<file path="config.mk">
export PLATFORM = sky130hd
export DESIGN_NAME = gb3_raster
export DESIGN_NICKNAME = d
export VERILOG_FILES = /design/src/rtl/core/gb3_pkg.sv /design/src/rtl/core/gb3_raster.sv
export SDC_FILE = /design/constraint.sdc
export NUM_CORES = 1
export LEC_CHECK = 0
export ABC_AREA = 1
export BUFFER_PORTS_ARGS = -buffer_cell sky130_fd_sc_hd__buf_2
export CORE_ASPECT_RATIO = 0.9
export CORE_MARGIN = 4
export CORE_UTILIZATION = 55
export DETAILED_ROUTE_END_ITERATION = 6
export GPL_TIMING_DRIVEN = 0
export PLACE_DENSITY = 0.79
export SYNTH_ARGS = -nofsm -noshare
export SYNTH_HDL_FRONTEND = slang
export SYNTH_SLANG_ARGS = --single-unit
export TNS_END_PERCENT = 5
</file>
<file path="constraint.sdc">
create_clock -name clk -period 7.4 [get_ports clk]
set_input_delay 1.11 -clock clk [delete_from_list [all_inputs] [get_ports clk]]
set_output_delay 1.11 -clock clk [all_outputs]
set_load 0.01 [all_outputs]
</file>
<file path="src/rtl/core/gb3_pkg.sv">
`timescale 1ns / 1ps
// ----------------------------------------------------------------------------
// gb3_pkg
// Shared types, constants and the per-channel blur kernel of the 3x3 blur.
// ----------------------------------------------------------------------------
package gb3_pkg;

  localparam int MAX_WIDTH_DEF = 4096;
  localparam int MAX_HEIGHT    = 4096;
  localparam int CFG_W         = 13;
  localparam int COORD_W       = 12;
  localparam int PIX_W         = 24;

  localparam logic [CFG_W-1:0] WIDTH_RESET  = 13'd640;
  localparam logic [CFG_W-1:0] HEIGHT_RESET = 13'd480;

  // Configuration register indexes
  typedef enum logic {
    REG_IMAGE_WIDTH  = 1'b0,
    REG_IMAGE_HEIGHT = 1'b1
  } cfg_reg_t;

  // {red, green, blue}, blue in the low byte
  typedef logic [PIX_W-1:0] pixel_t;

  // One window column: two stored rows above and the arriving row
  typedef struct packed {
    pixel_t up;
    pixel_t mid;
    pixel_t bot;
  } column_t;

  // Position flags of one pixel in the frame
  typedef struct packed {
    logic rge1;
    logic rge2;
    logic cge1;
    logic cge2;
    logic col_last;
    logic row_last;
  } edge_t;

  typedef struct packed {
    pixel_t             pix;
    logic [COORD_W-1:0] row;
    logic [COORD_W-1:0] col;
    logic               last;
  } result_t;

  // Up to three results caused by one pixel, packed from slot 0
  typedef struct packed {
    logic              push;
    logic [1:0]        count;
    result_t [2:0]     slot;
  } res_group_t;

  // 1-2-1 x 1-2-1 kernel on each channel, divide by 16 with truncation
  function automatic pixel_t blur_px(column_t a, column_t b, column_t d);
    logic [11:0] s;
    pixel_t      res;
    res = '0;
    for (int ch = 0; ch < 3; ch++) begin
      s = 12'(a.up[ch*8 +: 8])          + (12'(b.up[ch*8 +: 8]) << 1)
        + 12'(d.up[ch*8 +: 8])
        + (12'(a.mid[ch*8 +: 8]) << 1)  + (12'(b.mid[ch*8 +: 8]) << 2)
        + (12'(d.mid[ch*8 +: 8]) << 1)
        + 12'(a.bot[ch*8 +: 8])         + (12'(b.bot[ch*8 +: 8]) << 1)
        + 12'(d.bot[ch*8 +: 8]);
      res[ch*8 +: 8] = s[11:4];
    end
    return res;
  endfunction

endpackage

</file>
<file path="src/rtl/core/gb3_raster.sv">
`timescale 1ns / 1ps
// ----------------------------------------------------------------------------
// gb3_raster
// Row and column counters of the raster scan, with size clamping and wrap.
// ----------------------------------------------------------------------------
module gb3_raster #(
  parameter int MAX_WIDTH = gb3_pkg::MAX_WIDTH_DEF
) (
  input  logic                         clk,
  input  logic                         rst,
  input  logic                         advance,
  input  logic                         frame_start,
  input  logic [gb3_pkg::CFG_W-1:0]    image_width,
  input  logic [gb3_pkg::CFG_W-1:0]    image_height,
  output logic [$clog2(MAX_WIDTH)-1:0] col,
  output logic [gb3_pkg::COORD_W-1:0]  row,
  output gb3_pkg::edge_t               edges
);

  localparam int CW = $clog2(MAX_WIDTH);
  localparam int WW = CW + 1;

  logic [CW-1:0]                col_count;
  logic [CW-1:0]                col_count_next;
  logic [gb3_pkg::COORD_W-1:0]  row_count;
  logic [gb3_pkg::COORD_W-1:0]  row_count_next;
  logic [WW-1:0]                w_eff;
  logic [gb3_pkg::CFG_W-1:0]    h_eff;
  logic [CW-1:0]                cc0;
  logic [gb3_pkg::COORD_W-1:0]  rc0;
  logic [gb3_pkg::CFG_W-1:0]    row_tmp;
  logic [WW-1:0]                col_inc;
  logic [gb3_pkg::CFG_W-1:0]    row_inc;

  // Clamp the frame size to the supported range
  always_comb begin
    if (image_width < 13'd3) begin
      w_eff = WW'(3);
    end else if ({19'd0, image_width} > 32'(MAX_WIDTH)) begin
      w_eff = WW'(MAX_WIDTH);
    end else begin
      w_eff = WW'(image_width);
    end
    if (image_height < 13'd3) begin
      h_eff = 13'd3;
    end else if (image_height > 13'(gb3_pkg::MAX_HEIGHT)) begin
      h_eff = 13'(gb3_pkg::MAX_HEIGHT);
    end else begin
      h_eff = image_height;
    end
  end

  // Position of the arriving pixel, wrapped if the size shrank
  always_comb begin
    cc0 = frame_start ? '0 : col_count;
    rc0 = frame_start ? '0 : row_count;
    if ({1'b0, cc0} >= w_eff) begin
      col     = '0;
      row_tmp = {1'b0, rc0} + 13'd1;
    end else begin
      col     = cc0;
      row_tmp = {1'b0, rc0};
    end
    row = (row_tmp >= h_eff) ? '0 : row_tmp[gb3_pkg::COORD_W-1:0];
  end

  // Advance past the arriving pixel
  always_comb begin
    col_inc = {1'b0, col} + WW'(1);
    row_inc = {1'b0, row} + 13'd1;
    if (col_inc >= w_eff) begin
      col_count_next = '0;
      row_count_next = (row_inc >= h_eff) ? '0 : row_inc[gb3_pkg::COORD_W-1:0];
    end else begin
      col_count_next = col_inc[CW-1:0];
      row_count_next = row;
    end
  end

  // Flags for the window stage
  always_comb begin
    edges.rge1     = (row != '0);
    edges.rge2     = (row >= 12'd2);
    edges.cge1     = (col != '0);
    edges.cge2     = (col >= CW'(2));
    edges.col_last = ({1'b0, col} == (w_eff - WW'(1)));
    edges.row_last = ({1'b0, row} == (h_eff - 13'd1));
  end

  // Hold counters between transfers
  always_ff @(posedge clk) begin
    if (rst) begin
      col_count <= '0;
      row_count <= '0;
    end else if (advance) begin
      col_count <= col_count_next;
      row_count <= row_count_next;
    end
  end

endmodule

</file>
=== After elaboration in Yosys (flattened, before gate mapping) ===
Cells that the tools add are included.

* Order comparisons: 10
* Reductions and logical operators: 2
* Add/sub/neg operators: 5
* Mux-type cells: 12
* Eq/ne operators: 2

{| class="wikitable"
|+ Operators by type and width
! operator !! count
|-
| 2-to-1 mux 12 bit || 7
|-
| 2-to-1 mux 13 bit || 5
|-
| adder 12 x 1 -> 13 bit (second input constant) || 3
|-
| >= comparator 13 bit || 3
|-
| == test 12 x 13 -> 1 bit || 2
|-
| > comparator 13 bit (second input constant) || 2
|-
| less-than comparator 13 x 2 -> 1 bit (second input constant) || 2
|-
| subtractor 13 x 1 -> 13 bit (second input constant) || 2
|-
| >= comparator 12 x 2 -> 1 bit (second input constant) || 2
|-
| nonzero test 12 bit || 2
|-
| >= comparator 12 x 13 -> 1 bit || 1
|}

* Word-level logic and storage cells: 33
* Register bits after elaboration: 24

=== Logic depth before layout (Yosys ltp) ===
Gate-level depths: netlist (run 1).

* Word-level depth: 11
* Mapped depth: 49
* Gate-level depth less buffers: 45

=== Worst setup path after synthesis (run 1) ===
No wires, ideal clock.

* Path type: input -> register
* Start: input port image_width[1] (netlist bit)
* End: register row_count[0] (netlist bit)
* Path slack: -262 ps
* Data arrival time: 7605 ps
* Setup time: 56 ps
* Buffers on the path: 4
* Cell stages on the path: 47
* Data required time: 7344 ps
* Path through: or2_1 > nor2_1 > nand2_1 > nand2_4 > clkbuf_1 > inv_1 > nor2_1 > inv_1 > ha_1 > nand4_1 > nor3_2 > nand3_1 > o21ai_2 > nor2_8 > buf_2 > nand3_1 > nand2_2 > ha_1 > [11 not listed] > nand3_1 > nor2_2 > nand2_1 > inv_1 > nand3_1 > and2_1 > ha_1 > a21oi_1 > o21ai_0 > nand2_1 > o211ai_1 > a31oi_1 > nand3_1 > nor2_1 > nand2_1 > o221ai_1 > nand2_1 > inv_1

* Longest elaborated chain between the ends: 11

{| class="wikitable"
|+ Ends and longest elaborated chain
! element !! RTL line !! RTL
|-
| start: declaration || gb3_raster.sv:13 || <nowiki>input logic [gb3_pkg::CFG_W-1:0] image_width,</nowiki>
|-
| > comparator 13 bit || gb3_raster.sv:39 || <nowiki>end else if ({19'd0, image_width} > 32'(MAX_WIDTH)) begin</nowiki>
|-
| 2-to-1 mux 13 bit || gb3_raster.sv:39 ||
|-
| 2-to-1 mux 13 bit * || gb3_raster.sv:37 || <nowiki>if (image_width < 13'd3) begin</nowiki>
|-
| >= comparator 12 x 13 -> 1 bit * || gb3_raster.sv:57 || <nowiki>if ({1'b0, cc0} >= w_eff) begin</nowiki>
|-
| 2-to-1 mux 13 bit * || gb3_raster.sv:57 ||
|-
| >= comparator 13 bit || gb3_raster.sv:64 || <nowiki>row = (row_tmp >= h_eff) ? '0 : row_tmp[gb3_pkg::COORD_W-1:0];</nowiki>
|-
| 2-to-1 mux 12 bit * || gb3_raster.sv:64 ||
|-
| named net row (one bit) || gb3_raster.sv:16 || <nowiki>output logic [gb3_pkg::COORD_W-1:0] row,</nowiki>
|-
| adder 12 x 1 -> 13 bit || gb3_raster.sv:70 || <nowiki>row_inc = {1'b0, row} + 13'd1;</nowiki>
|-
| >= comparator 13 bit || gb3_raster.sv:73 || <nowiki>row_count_next = (row_inc >= h_eff) ? '0 : row_inc[gb3_pkg::COORD_W-1:0];</nowiki>
|-
| 2-to-1 mux 12 bit || gb3_raster.sv:73 ||
|-
| 2-to-1 mux 12 bit * || gb3_raster.sv:71 || <nowiki>if (col_inc >= w_eff) begin</nowiki>
|-
| end signal: assignment || gb3_raster.sv:97 || <nowiki>row_count <= row_count_next;</nowiki>
|-
| end: declaration || gb3_raster.sv:25 || <nowiki>logic [gb3_pkg::COORD_W-1:0] row_count;</nowiki>
|}

The timed path passes the listed nets; every way through them passes the cells marked *.
A chain may end at the register's enable or synchronous reset.

==> metrics.md, run 1 <==
| Metric | Value |
|---|---|
| Post-synth EDFFs | `0` |
| Worst Path Required | `6.29 ns` |
| Fmax | `0.140 GHz` |
| Synth Area per Inst | `5.91 um2` |
| Post-cts hold buffer count | `0` |
| PwrDens | `87.0 nW/um2` |
| Die Span X | `106 um` |
| Initial Util | `between 50% and 60%` |
| Largest net degree at the start of global routing | `15` |
| Cts bufs inserted | `3` |
| Die span in y | `95.8 um` |
| Worst-path clk slew | `0.08 ns` |
| Max transition margin | `50.9%` |
| Antenna Cells | `0` |
| Avg WL per Cell | `16.0 um` |
| Initial antenna violation count | `0` |
| DP Area | `5150 um2` |
| Area grow syn2layout | `16.3%` |
| Mapped Nets | `between 800 and 900` |
| Async set-or-reset flop fraction in the synthesized netlist | `0%` |
| Fin crit period | `between 7 and 8 ns` |
| Post-synthesis compound-gate area fraction | `12.6%` |
| Core Util, Final | `about two thirds` |
| Core Rows | `31` |
| Setup crit start kind | `input pin` |
| Power Internal | `285 uW` |
| Post-synthesis xor/xnor area fraction | `6.50%` |
| Fin area | `5480 um2` |
| Placed wire-length estimate | `13.0 mm` |
| Vias | `5698` |
| CP max stage delay | `around 0.50 ns` |
| Comb power frac | `47.5%` |
| Slowest-stage cell, CP | `or4_1` |
| Placer Congestion | `around 0.96` |
| DRC viols | `6` |
| Clock network fraction of design power | `24.2%` |
| Yosys cell types | `between 40 and 50` |
| Worst Max-Slew Pin Slew | `0.736 ns` |
| Status | `complete, but fails checks` |
| Layout cells sized above 1 | `16.6%` |
| Remaining antenna violation count | `0` |
| Worst VDD drop | `91.0 uV` |
| Post-synthesis register bit count | `24` |
| Mux cell area share after synthesis | `0%` |
| Count of buffers from port buffering | `58` |
| GR Overflow Total | `0` |
| Worst Path Max Fanout | `7` |
| Clk_lat worst skew | `0.27 ns` |
| Simple-gate area share of the yosys netlist | `43.4%` |
| Synth Cell Area | `4710 um2` |
| IO Count | `60` |
| Vias per inst | `5.78` |
| Switching Fraction | `about 40%` |
| Failing checks | `design-rule violations` |
| Total power | `477 uW` |
| Mapped Cells | `between 700 and 800` |
| CTS max path bufs | `2` |
| Crit path kind | `in -> out` |
| Fin nets | `959` |
| Leakage power | `0.00290 uW` |
| Commonest non-fill, non-tap cells in the layout | `nand2_1, inv_1, nor2_1` |
| Die area | `~10000 um2` |
| Largest family of logic cells by synthesized area | `simple AND/OR/NAND/NOR gates` |
| Final cycle utilization of the critical path | `between 90% and 100%` |
| CP arrival | `6.05 ns` |
| Most common cell on crit path | `nor2_1` |
| Final setup fails | `0` |
| Max-cap violations | `0` |
| DRT Pass-1 Iters | `7` |
| DR iter-0 viols | `559` |
| Vias in the first global route | `about 5000` |
| Core area | `8180 um2` |
| Clock sink total | `24` |
| Main synth FF type | `dfxtp_1` |
| Crit. End Element | `primary output` |
| GRT Util Overall | `30.2%` |
| Max-slew violations | `0` |
| Global-route wire length before repair | `24.6 mm` |
| Sequential fraction of the synthesis area | `10.2%` |
| H-tree depth | `1` |
| Worst hold margin | `0.468 ns` |
| Worst hold path type | `reg -> reg` |
| Total routed wirelength | `15.8 mm` |
| Yosys warns | `0` |
| Clk Tree Root Cell | `clkbuf_8` |
| Post-Synth Adder-Cell Area | `15.4%` |
| Clock skew | `0.00448 ns` |
| Leading cell type in the layout, fill and taps excluded | `nand2_1` |
| Final hold violation count | `0` |
| TritonCTS clock tree | `yes` |
| RSZ-0062 raised after global routing | `true` |
| Sequential power share | `28.3%` |
| Net switching power | `just under 200 uW` |
## per-stage QoR
step / instances / TNS (ns) / worst slack, ns
floorplan: 798 / 0 / 0.0619
global placement: 971 / -20.19 / -1.47
detailed placement: 971 / -22.84 / -1.61
CTS: 978 / 0 / 0.0317
global route: 985 / -0.287 / -0.0572
finish: 985 / 0 / 0.243
## power groups by stage
stage | combinational, uW | clock [uW] | sequential, uW
6_report | 226 | 116 | 135
5_1_grt | 251 | 125 | 135
4_1_cts | 210 | 117 | 135
3_5_place_dp | 203 | 0 | 138
3_3_place_gp | 198 | 0 | 137
2_1_floorplan | 142 | 0 | 137
## path summary, 6_finish.rpt
| check | end | from | cells past startpoint | slack (ns) |
|---|---|---|---|---|
| worst max-delay path | edges[0] | image_width[1] | 31 | 0.24 |
| worst min-delay path | col_count[1]$_SDFFE_PP0P_ | col_count[1]$_SDFFE_PP0P_ | 2 | 0.47 |
| worst max register to register | row_count[9]$_SDFFE_PP0P_ | col_count[10]$_SDFFE_PP0P_ | 39 | 1.35 |
| worst min register to register | col_count[1]$_SDFFE_PP0P_ | col_count[1]$_SDFFE_PP0P_ | 2 | 0.47 |
## sequential cells by signal (all words and copies together), names as in the netlist
signal / count
row_count: 12
col_count: 12
## Yosys cell counts (6+ instances only)
cell      number  area share [%]
inv_1        126              10
nand2_1      188              15
nand3_1       65             6.9
xor2_1        22             4.1
nor2_1        82             6.5
nor4_1        10             1.3
nor3_1        11             1.2
ha_1          58              15
clkbuf_1       9            0.72
nand2_2        6            0.80
nand3_2        8             1.7
o21ai_0       27             2.9
nand4_1       26             3.5
o211ai_1       6            0.96
a21oi_1       51             5.4
xnor2_1       13             2.4
dfxtp_1       24              10
and2_1        10             1.3
## what timing repair did
| item | CTS | global route |
|---|---|---|
| pin swaps | 9 | 11 |
| setup endpoints to repair | 23 | 25 |
| resized for setup | 19 | 25 |
| buffers inserted | 6 | 7 |
| cloned | 0 | 0 |
## worst max-delay path, delay by kind of cell
| kind | cells | cell delay [ns] |
|---|---|---|
| fa+ha+maj | 3 | 0.90 |
| buf+inv | 7 | 0.79 |
| simple gates | 18 | 2.74 |
| compound gates | 3 | 0.47 |
## cells by family (layout without fill, tap and decap cells)
group           Yosys count  after routing
simple gates            430            430
buf+inv                 144            216
compound gates          107            107
flops                    24             24
fa+ha+maj                58             58
xor+xnor                 35             35
## per-layer routing
metal  vias up  track usage (%)  wire length [um]
met1      2592             46.3              7270
li1       2771                -                 -
met4         0             3.56               144
met3        23             7.98              2180
met2       312             42.9              6190
met5         -                0                 0
## final cells by class
cell class	count	area, um2
plain buffers	11	78.8
clock buffers	3	41.3
clock inverters	1	30.0
fillers	764	2700
inverters	130	500
multi-input cells	630	3820
flip-flops and latches	24	480
well taps	115	144
repair buffers	71	385
Power figures use the tool's default switching activity.
==> run 2: changes to the inputs <==
BUFFER_PORTS_ARGS = default   (was -buffer_cell sky130_fd_sc_hd__buf_2)
CORE_UTILIZATION = 60   (was 55)
DONT_BUFFER_PORTS = 1   (was default)
==> run 2 against run 1 <==
  * The run now ends clean
  * Die area decreased by 7.7%
  * Fmax increased by 1.2%
  * First-iteration DRC count increased by 39%
  * Combinational power decreased by 8%
  * Routed wire length decreased by 2.9%
  * Sequential power about the same
  * Register-to-register slack improved by 0.07 ns
  * Critical path depth increased by 12
  * Clock skew decreased by 0.0016 ns
  * Non-clock buffer count decreased by 58
  * Sequential cell count unchanged
  * Critical endpoint is now row_count[10]$_SDFFE_PP0P_
==> metrics.md, run 2 (same netlist as run 1, synthesis figures left out) <==
| Metric | Value |
|---|---|
| Worst Slack Setup Final | `0.329 ns (was 0.243 ns)` |
| Sequential power share | `29.5% (was 28.3%)` |
| Remaining antenna violation count | `0 (unchanged)` |
| Antenna Cells | `0 (unchanged)` |
| Worst hold margin | `0.472 ns (was 0.468 ns)` |
| Crit path max-delay family | `simple AND/OR/NAND/NOR gates (unchanged)` |
| Fin nets | `901 (was 959)` |
| Final setup TNS | `0 ns (unchanged)` |
| Clock sink total | `24 (unchanged)` |
| Die span in y | `92.1 um (was 95.8 um)` |
| Biggest regs | `col_count (12), row_count (12) (unchanged)` |
| Leakage power | `0.00263 uW (was 0.00290 uW)` |
| Crit Reg-Reg Startpoint | `col_count[10]$_SDFFE_PP0P_ (unchanged)` |
| Count of buffers from port buffering | `0 (was 58)` |
| Fin crit period | `7.07 ns (was 7.16 ns)` |
| Vias per inst | `6.07 (was 5.78)` |
| Power Internal | `276 uW (was 285 uW)` |
| Comb power frac | `45.6% (was 47.5%)` |
| WP buf/inv | `6 (was 7)` |
| H-tree depth | `1 (unchanged)` |
| Crit path kind | `in -> reg (was in -> out)` |
| Pre-CTS setup slack | `-1.30 ns (was -1.61 ns)` |
| GRT Util Overall | `32.0% (was 30.2%)` |
| Vias in the first global route | `4791 (was 4993)` |
| Worst-path clk slew | `0.08 ns (about the same)` |
| Avg WL per Cell | `16.9 um (was 16.0 um)` |
| Final cycle utilization of the critical path | `95.5% (was 96.7%)` |
| Max transition margin | `52.8% (was 50.9%)` |
| Worst setup path startpoint | `image_width[8] (was image_width[1])` |
| Commonest non-fill, non-tap cells in the layout | `nand2_1, inv_1, nor2_1 (unchanged)` |
| R2R cell count | `36 (was 39)` |
| PwrDens | `88.4 nW/um2 (was 87.0 nW/um2)` |
| TritonCTS clock tree | `yes (unchanged)` |
| CTS max path bufs | `2 (unchanged)` |
| DR iter-0 viols | `778 (was 559)` |
| Clock network fraction of design power | `24.9% (was 24.2%)` |
| Status | `completed (was complete, but fails checks)` |
| Switching Fraction | `39.8% (was 40.3%)` |
| Final hold violation count | `0 (unchanged)` |
| Layout cells sized above 1 | `10.7% (was 16.6%)` |
| Total power | `458 uW (was 477 uW)` |
| Worst Path Required | `7.60 ns (was 6.29 ns)` |
| CP arrival | `7.27 ns (was 6.05 ns)` |
| Worst Max-Slew Pin Slew | `0.701 ns (was 0.736 ns)` |
| Reg-to-reg critical path endpoint | `row_count[10]$_SDFFE_PP0P_ (was row_count[9]$_SDFFE_PP0P_)` |
| Clock skew | `0.00284 ns (was 0.00448 ns)` |
| Most common cell on crit path | `nand2_1 (was nor2_1)` |
| Number of fill cells | `722 (was 764)` |
| CP max stage delay | `0.33 ns (was 0.50 ns)` |
| Slowest-stage cell, CP | `ha_1 (was or4_1)` |
| Placer Congestion | `1.07 (was 0.960)` |
| Global-route wire length before repair | `24.2 mm (was 24.6 mm)` |
| IO Count | `60 (unchanged)` |
| Core Util, Final | `68.3% (was 67.0%)` |
| Setup crit start kind | `input pin (unchanged)` |
| Largest net degree at the start of global routing | `15 (unchanged)` |
| Die Span X | `101 um (was 106 um)` |
| Total routed wirelength | `15.3 mm (was 15.8 mm)` |
| Area grow syn2layout | `9.93% (was 16.3%)` |
| Max-slew violations | `0 (unchanged)` |
| Initial antenna violation count | `0 (unchanged)` |
| Clk_lat worst skew | `0.27 ns (about the same)` |
| Worst hold path type | `reg -> reg (unchanged)` |
| Initial Util | `62.2% (was 57.6%)` |
| Core Rows | `30 (was 31)` |
| Leading cell type in the layout, fill and taps excluded | `nand2_1 (unchanged)` |
| DRC viols | `0 (was 6)` |
| Worst Path Max Fanout | `10 (was 7)` |
| R2R setup slack | `1.42 ns (was 1.35 ns)` |
| Worst VDD drop | `117 uV (was 91.0 uV)` |
| Placed wire-length estimate | `12.6 mm (was 13.0 mm)` |
| GR Overflow Total | `0 (unchanged)` |
| Crit. End Element | `register (was primary output)` |
| DRT Pass-1 Iters | `5 (was 7)` |
| Core area | `7580 um2 (was 8180 um2)` |
| Final setup fails | `0 (unchanged)` |
| Die area | `9340 um2 (was 10100 um2)` |
| Clk Tree Root Cell | `clkbuf_8 (unchanged)` |
| End of the critical path | `row_count[10]$_SDFFE_PP0P_ (was edges[0])` |
| Vias | `5515 (was 5698)` |
| Max-cap violations | `0 (unchanged)` |
| Net switching power | `182 uW (was 192 uW)` |
| Fmax | `0.141 GHz (was 0.140 GHz)` |
| Crit path depth | `43 (was 31)` |
| Cts bufs inserted | `3 (unchanged)` |
run 2: power by group through the flow:
stage	Sequential, uW	Combinational (uW)	Clock, uW
CTS	135	189	115
floorplan	137	142	0
global route	136	230	122
finish	135	209	114
detailed placement	138	184	0
global placement	138	178	0
run 2: layout make-up:
class	count	area, um2	share of cell area [%]
inverters	130	503	9.71
multi-input cells	630	3830	73.8
repair buffers	12	93.8	1.81
flip-flops and latches	24	480	9.27
plain buffers	12	86.3	1.67
clock inverters	1	30.0	0.580
well taps	96	120	2.32
clock buffers	3	41.3	0.797
run 2: worst min-delay path, cell delays in order (launching register included):
cell and delay (ns):
dfxtp_1 0.31, nand2_1 0.06, a21oi_1 0.06
run 2: layer usage:
metal / global-route usage [%] / vias up / share of wire [%]
li1: - / 2648 / -
met1: 49.0 / 2503 / 45
met2: 45.4 / 329 / 41
met3: 8.67 / 35 / 13
met4: 3.43 / 0 / 1.3
met5: 0 / - / 0
run 2: how the worst min path moves through the flow:
stage                                     startpoint                          to  slack [ns]  cells past startpoint
after global routing       col_count[1]$_SDFFE_PP0P_   col_count[1]$_SDFFE_PP0P_        0.49                      2
after CTS                  col_count[3]$_SDFFE_PP0P_   col_count[3]$_SDFFE_PP0P_        0.47                      2
after global placement     col_count[3]$_SDFFE_PP0P_   col_count[3]$_SDFFE_PP0P_        0.45                      2
after floorplan           col_count[11]$_SDFFE_PP0P_  col_count[11]$_SDFFE_PP0P_        0.45                      2
final                      col_count[8]$_SDFFE_PP0P_   col_count[8]$_SDFFE_PP0P_        0.47                      2
after detailed placement   col_count[3]$_SDFFE_PP0P_   col_count[3]$_SDFFE_PP0P_        0.46                      2
run 2: timing repair:
action,4_1_cts,5_1_grt
pin swaps,5,12
buffers inserted,2,10
endpoints found under the hold margin,0,0
hold buffers,0,0
endpoints found under the setup margin,15,15
resized for setup,15,33
gates cloned,0,0
run 2: stage by stage:
step	cell area (um2)	cells
after floorplan	4720	798
after global placement	4840	894
after detailed placement	4840	894
after CTS	4970	898
after global routing	5180	908
final	5180	908
==> run 3: changes to the inputs <==
CORE_UTILIZATION = 45   (was 60)
PLACE_DENSITY = default   (was 0.79)
SETUP_SLACK_MARGIN = 0.5   (was default)
==> run 3 against run 2 <==
  * Sequential power barely moved
  * Clock-buffer cell count did not move
  * Register-to-register slack improved by 0.03 ns
  * Hold slack got worse by 0.0072 ns
  * Setup slack got worse by 0.015 ns
  * Clock skew fell by 0.00076 ns
  * Combinational power rose by 19%
  * Critical path type unchanged
  * Critical endpoint is now row_count[0]$_SDFFE_PP0P_
  * Highest routed layer unchanged
==> metrics.md, run 3 (same netlist as run 1, synthesis figures left out) <==
| Metric | Value |
|---|---|
| Placer Congestion | `0.980 (was 1.07)` |
| Clk_lat worst skew | `0.26 ns (was 0.27 ns)` |
| R2R cell count | `36 (unchanged)` |
| DP Area | `4940 um2 (was 4840 um2)` |
| Status | `completed (unchanged)` |
| Initial antenna violation count | `0 (unchanged)` |
| Switching Fraction | `38.3% (was 39.8%)` |
| Avg WL per Cell | `17.8 um (was 16.9 um)` |
| CTS max path bufs | `2 (unchanged)` |
| Max transition margin | `57.3% (was 52.8%)` |
| Vias | `5592 (was 5515)` |
| GR Overflow Total | `0 (unchanged)` |
| Worst Path Required | `7.61 ns (was 7.60 ns)` |
| R2R setup slack | `1.45 ns (was 1.42 ns)` |
| Crit. End Element | `register (unchanged)` |
| Max-slew violations | `0 (unchanged)` |
| Final cycle utilization of the critical path | `95.8% (was 95.5%)` |
| Clock skew | `0.00209 ns (was 0.00284 ns)` |
| Core area | `10200 um2 (was 7580 um2)` |
| Layout cells sized above 1 | `21.6% (was 10.7%)` |
| Worst setup path startpoint | `image_width[0] (was image_width[8])` |
| Commonest non-fill, non-tap cells in the layout | `nand2_1, inv_1, nor2_1 (unchanged)` |
| Fin nets | `940 (was 901)` |
| Die span in y | `105 um (was 92.1 um)` |
| Count of buffers from port buffering | `0 (unchanged)` |
| Total routed wirelength | `17.5 mm (was 15.3 mm)` |
| Crit Reg-Reg Startpoint | `col_count[10]$_SDFFE_PP0P_ (unchanged)` |
| Setup crit start kind | `input pin (unchanged)` |
| Initial Util | `46.0% (was 62.2%)` |
| Comb power frac | `46.0% (was 45.6%)` |
| Antenna Cells | `0 (unchanged)` |
| Max-cap violations | `0 (unchanged)` |
| Largest net degree at the start of global routing | `15 (unchanged)` |
| Clock sink total | `24 (unchanged)` |
| Crit path depth | `42 (was 43)` |
| Crit path max-delay family | `simple AND/OR/NAND/NOR gates (unchanged)` |
| End of the critical path | `row_count[0]$_SDFFE_PP0P_ (was row_count[10]$_SDFFE_PP0P_)` |
| DRT Pass-1 Iters | `5 (unchanged)` |
| H-tree depth | `1 (unchanged)` |
| Clk Tree Root Cell | `clkbuf_16 (was clkbuf_8)` |
| WP buf/inv | `11 (was 6)` |
| Vias in the first global route | `5120 (was 4791)` |
| Area grow syn2layout | `27.5% (was 9.93%)` |
| Leakage power | `0.00286 uW (was 0.00263 uW)` |
| RSZ-0062 raised after global routing | `true` |
| Core Rows | `35 (was 30)` |
| IO Count | `60 (unchanged)` |
| Biggest regs | `col_count (12), row_count (12) (unchanged)` |
| Fmax | `0.141 GHz (about the same)` |
| Cts bufs inserted | `3 (unchanged)` |
| Remaining antenna violation count | `0 (unchanged)` |
| Crit path kind | `in -> reg (unchanged)` |
| Worst VDD drop | `105 uV (was 117 uV)` |
| Reg-to-reg critical path endpoint | `row_count[0]$_SDFFE_PP0P_ (was row_count[10]$_SDFFE_PP0P_)` |
| Clock network fraction of design power | `28.9% (was 24.9%)` |
| Leading cell type in the layout, fill and taps excluded | `nand2_1 (unchanged)` |
| TritonCTS clock tree | `yes (unchanged)` |
| Final setup fails | `0 (unchanged)` |
| CP max stage delay | `0.52 ns (was 0.33 ns)` |
| Die Span X | `116 um (was 101 um)` |
| Placed wire-length estimate | `13.2 mm (was 12.6 mm)` |
| Worst Max-Slew Pin Slew | `0.635 ns (was 0.701 ns)` |
| Power Internal | `332 uW (was 276 uW)` |
| Slowest-stage cell, CP | `or4_1 (was ha_1)` |
| PwrDens | `89.7 nW/um2 (was 88.4 nW/um2)` |
| Die area | `12200 um2 (was 9340 um2)` |
| Fin area | `6010 um2 (was 5180 um2)` |
| Global-route wire length before repair | `26.8 mm (was 24.2 mm)` |
| CP arrival | `7.30 ns (was 7.27 ns)` |
| DR iter-0 viols | `574 (was 778)` |
| Fin crit period | `7.09 ns (was 7.07 ns)` |
| Total power | `539 uW (was 458 uW)` |
| Net switching power | `206 uW (was 182 uW)` |
| Final hold violation count | `0 (unchanged)` |
| Worst Path Max Fanout | `7 (was 10)` |
| DRC viols | `0 (unchanged)` |
| Sequential power share | `25.1% (was 29.5%)` |
| GRT Util Overall | `27.6% (was 32.0%)` |
| Worst-path clk slew | `0.06 ns (was 0.08 ns)` |
| Vias per inst | `5.71 (was 6.07)` |
| Worst hold path type | `reg -> reg (unchanged)` |
## run 3: changes by cell type in the layout (fill, tap and decap cells not counted), sizes merged
cell,previous run,this run
buf,18,54
clkbuf,9,12
inv,130,128
clkinvlp,0,2
## run 3: how the worst min path moves through the flow
stage / start / endpoint / cells after the start / slack, ns
global placement: col_count[3]$_SDFFE_PP0P_ / col_count[3]$_SDFFE_PP0P_ / 2 / 0.45
finish: col_count[9]$_SDFFE_PP0P_ / col_count[9]$_SDFFE_PP0P_ / 2 / 0.46
CTS: col_count[3]$_SDFFE_PP0P_ / col_count[3]$_SDFFE_PP0P_ / 2 / 0.47
floorplan: col_count[11]$_SDFFE_PP0P_ / col_count[11]$_SDFFE_PP0P_ / 2 / 0.45
detailed placement: col_count[3]$_SDFFE_PP0P_ / col_count[3]$_SDFFE_PP0P_ / 2 / 0.46
global route: col_count[3]$_SDFFE_PP0P_ / col_count[3]$_SDFFE_PP0P_ / 2 / 0.48
## run 3: layout make-up
cell class | count | area [um2]
inverter | 130 | 518
tap | 129 | 161
multi-input combinational | 630 | 4200
fill | 1030 | 4240
clock inverter | 1 | 30.0
clock buffer | 3 | 75.1
timing repair buffer | 49 | 407
buffer | 14 | 134
sequential | 24 | 480
## run 3: power groups by stage
stage / clock network, uW / logic, uW / registers [uW]
2_1_floorplan: 0 / 146 / 137
3_3_place_gp: 0 / 187 / 138
3_5_place_dp: 0 / 190 / 138
4_1_cts: 159 / 219 / 135
5_1_grt: 166 / 270 / 135
6_report: 156 / 248 / 135
## run 3: metal layers
metal / up-vias / global-route usage (%) / wire (um) / part of all wire [%]
li1: 2734 / - / - / -
met1: 2572 / 43.0 / 8260 / 47
met4: 0 / 1.82 / 191 / 1.1
met5: - / 0 / 0 / 0
met2: 263 / 38.5 / 7160 / 41
met3: 23 / 8.16 / 1870 / 11
## run 3: worst reg2reg max path: cells and delay by family, from the launching register on
family / cells / cell delay [ns]
buf+inv: 9 / 0.83
flops: 1 / 0.34
xor+xnor: 1 / 0.17
simple gates: 15 / 2.80
fa+ha+maj: 4 / 0.79
compound gates: 7 / 0.95
## run 3: per-stage QoR
step	util [%]	setup TNS [ns]	hold WS (ns)	std cells	setup slack (ns)
3_5_place_dp	48.2	-12.48	0.456	927	-1.03
4_1_cts	54.7	0	0.465	962	0.343
2_1_floorplan	-	0	0.445	798	0.509
5_1_grt	58.6	-0.0428	0.483	980	-0.0297
3_3_place_gp	48.2	-11.47	0.455	927	-0.956
6_report	58.6	0	0.465	980	0.314
## run 3: what timing repair did
| item | 4_1_cts | 5_1_grt |
|---|---|---|
| setup buffers | 31 | 17 |
| pin swaps | 32 | 42 |
| hold buffers | 0 | 0 |
| gates resized for setup | 66 | 59 |
| setup endpoints to repair | 35 | 28 |
| gates cloned | 0 | 1 |
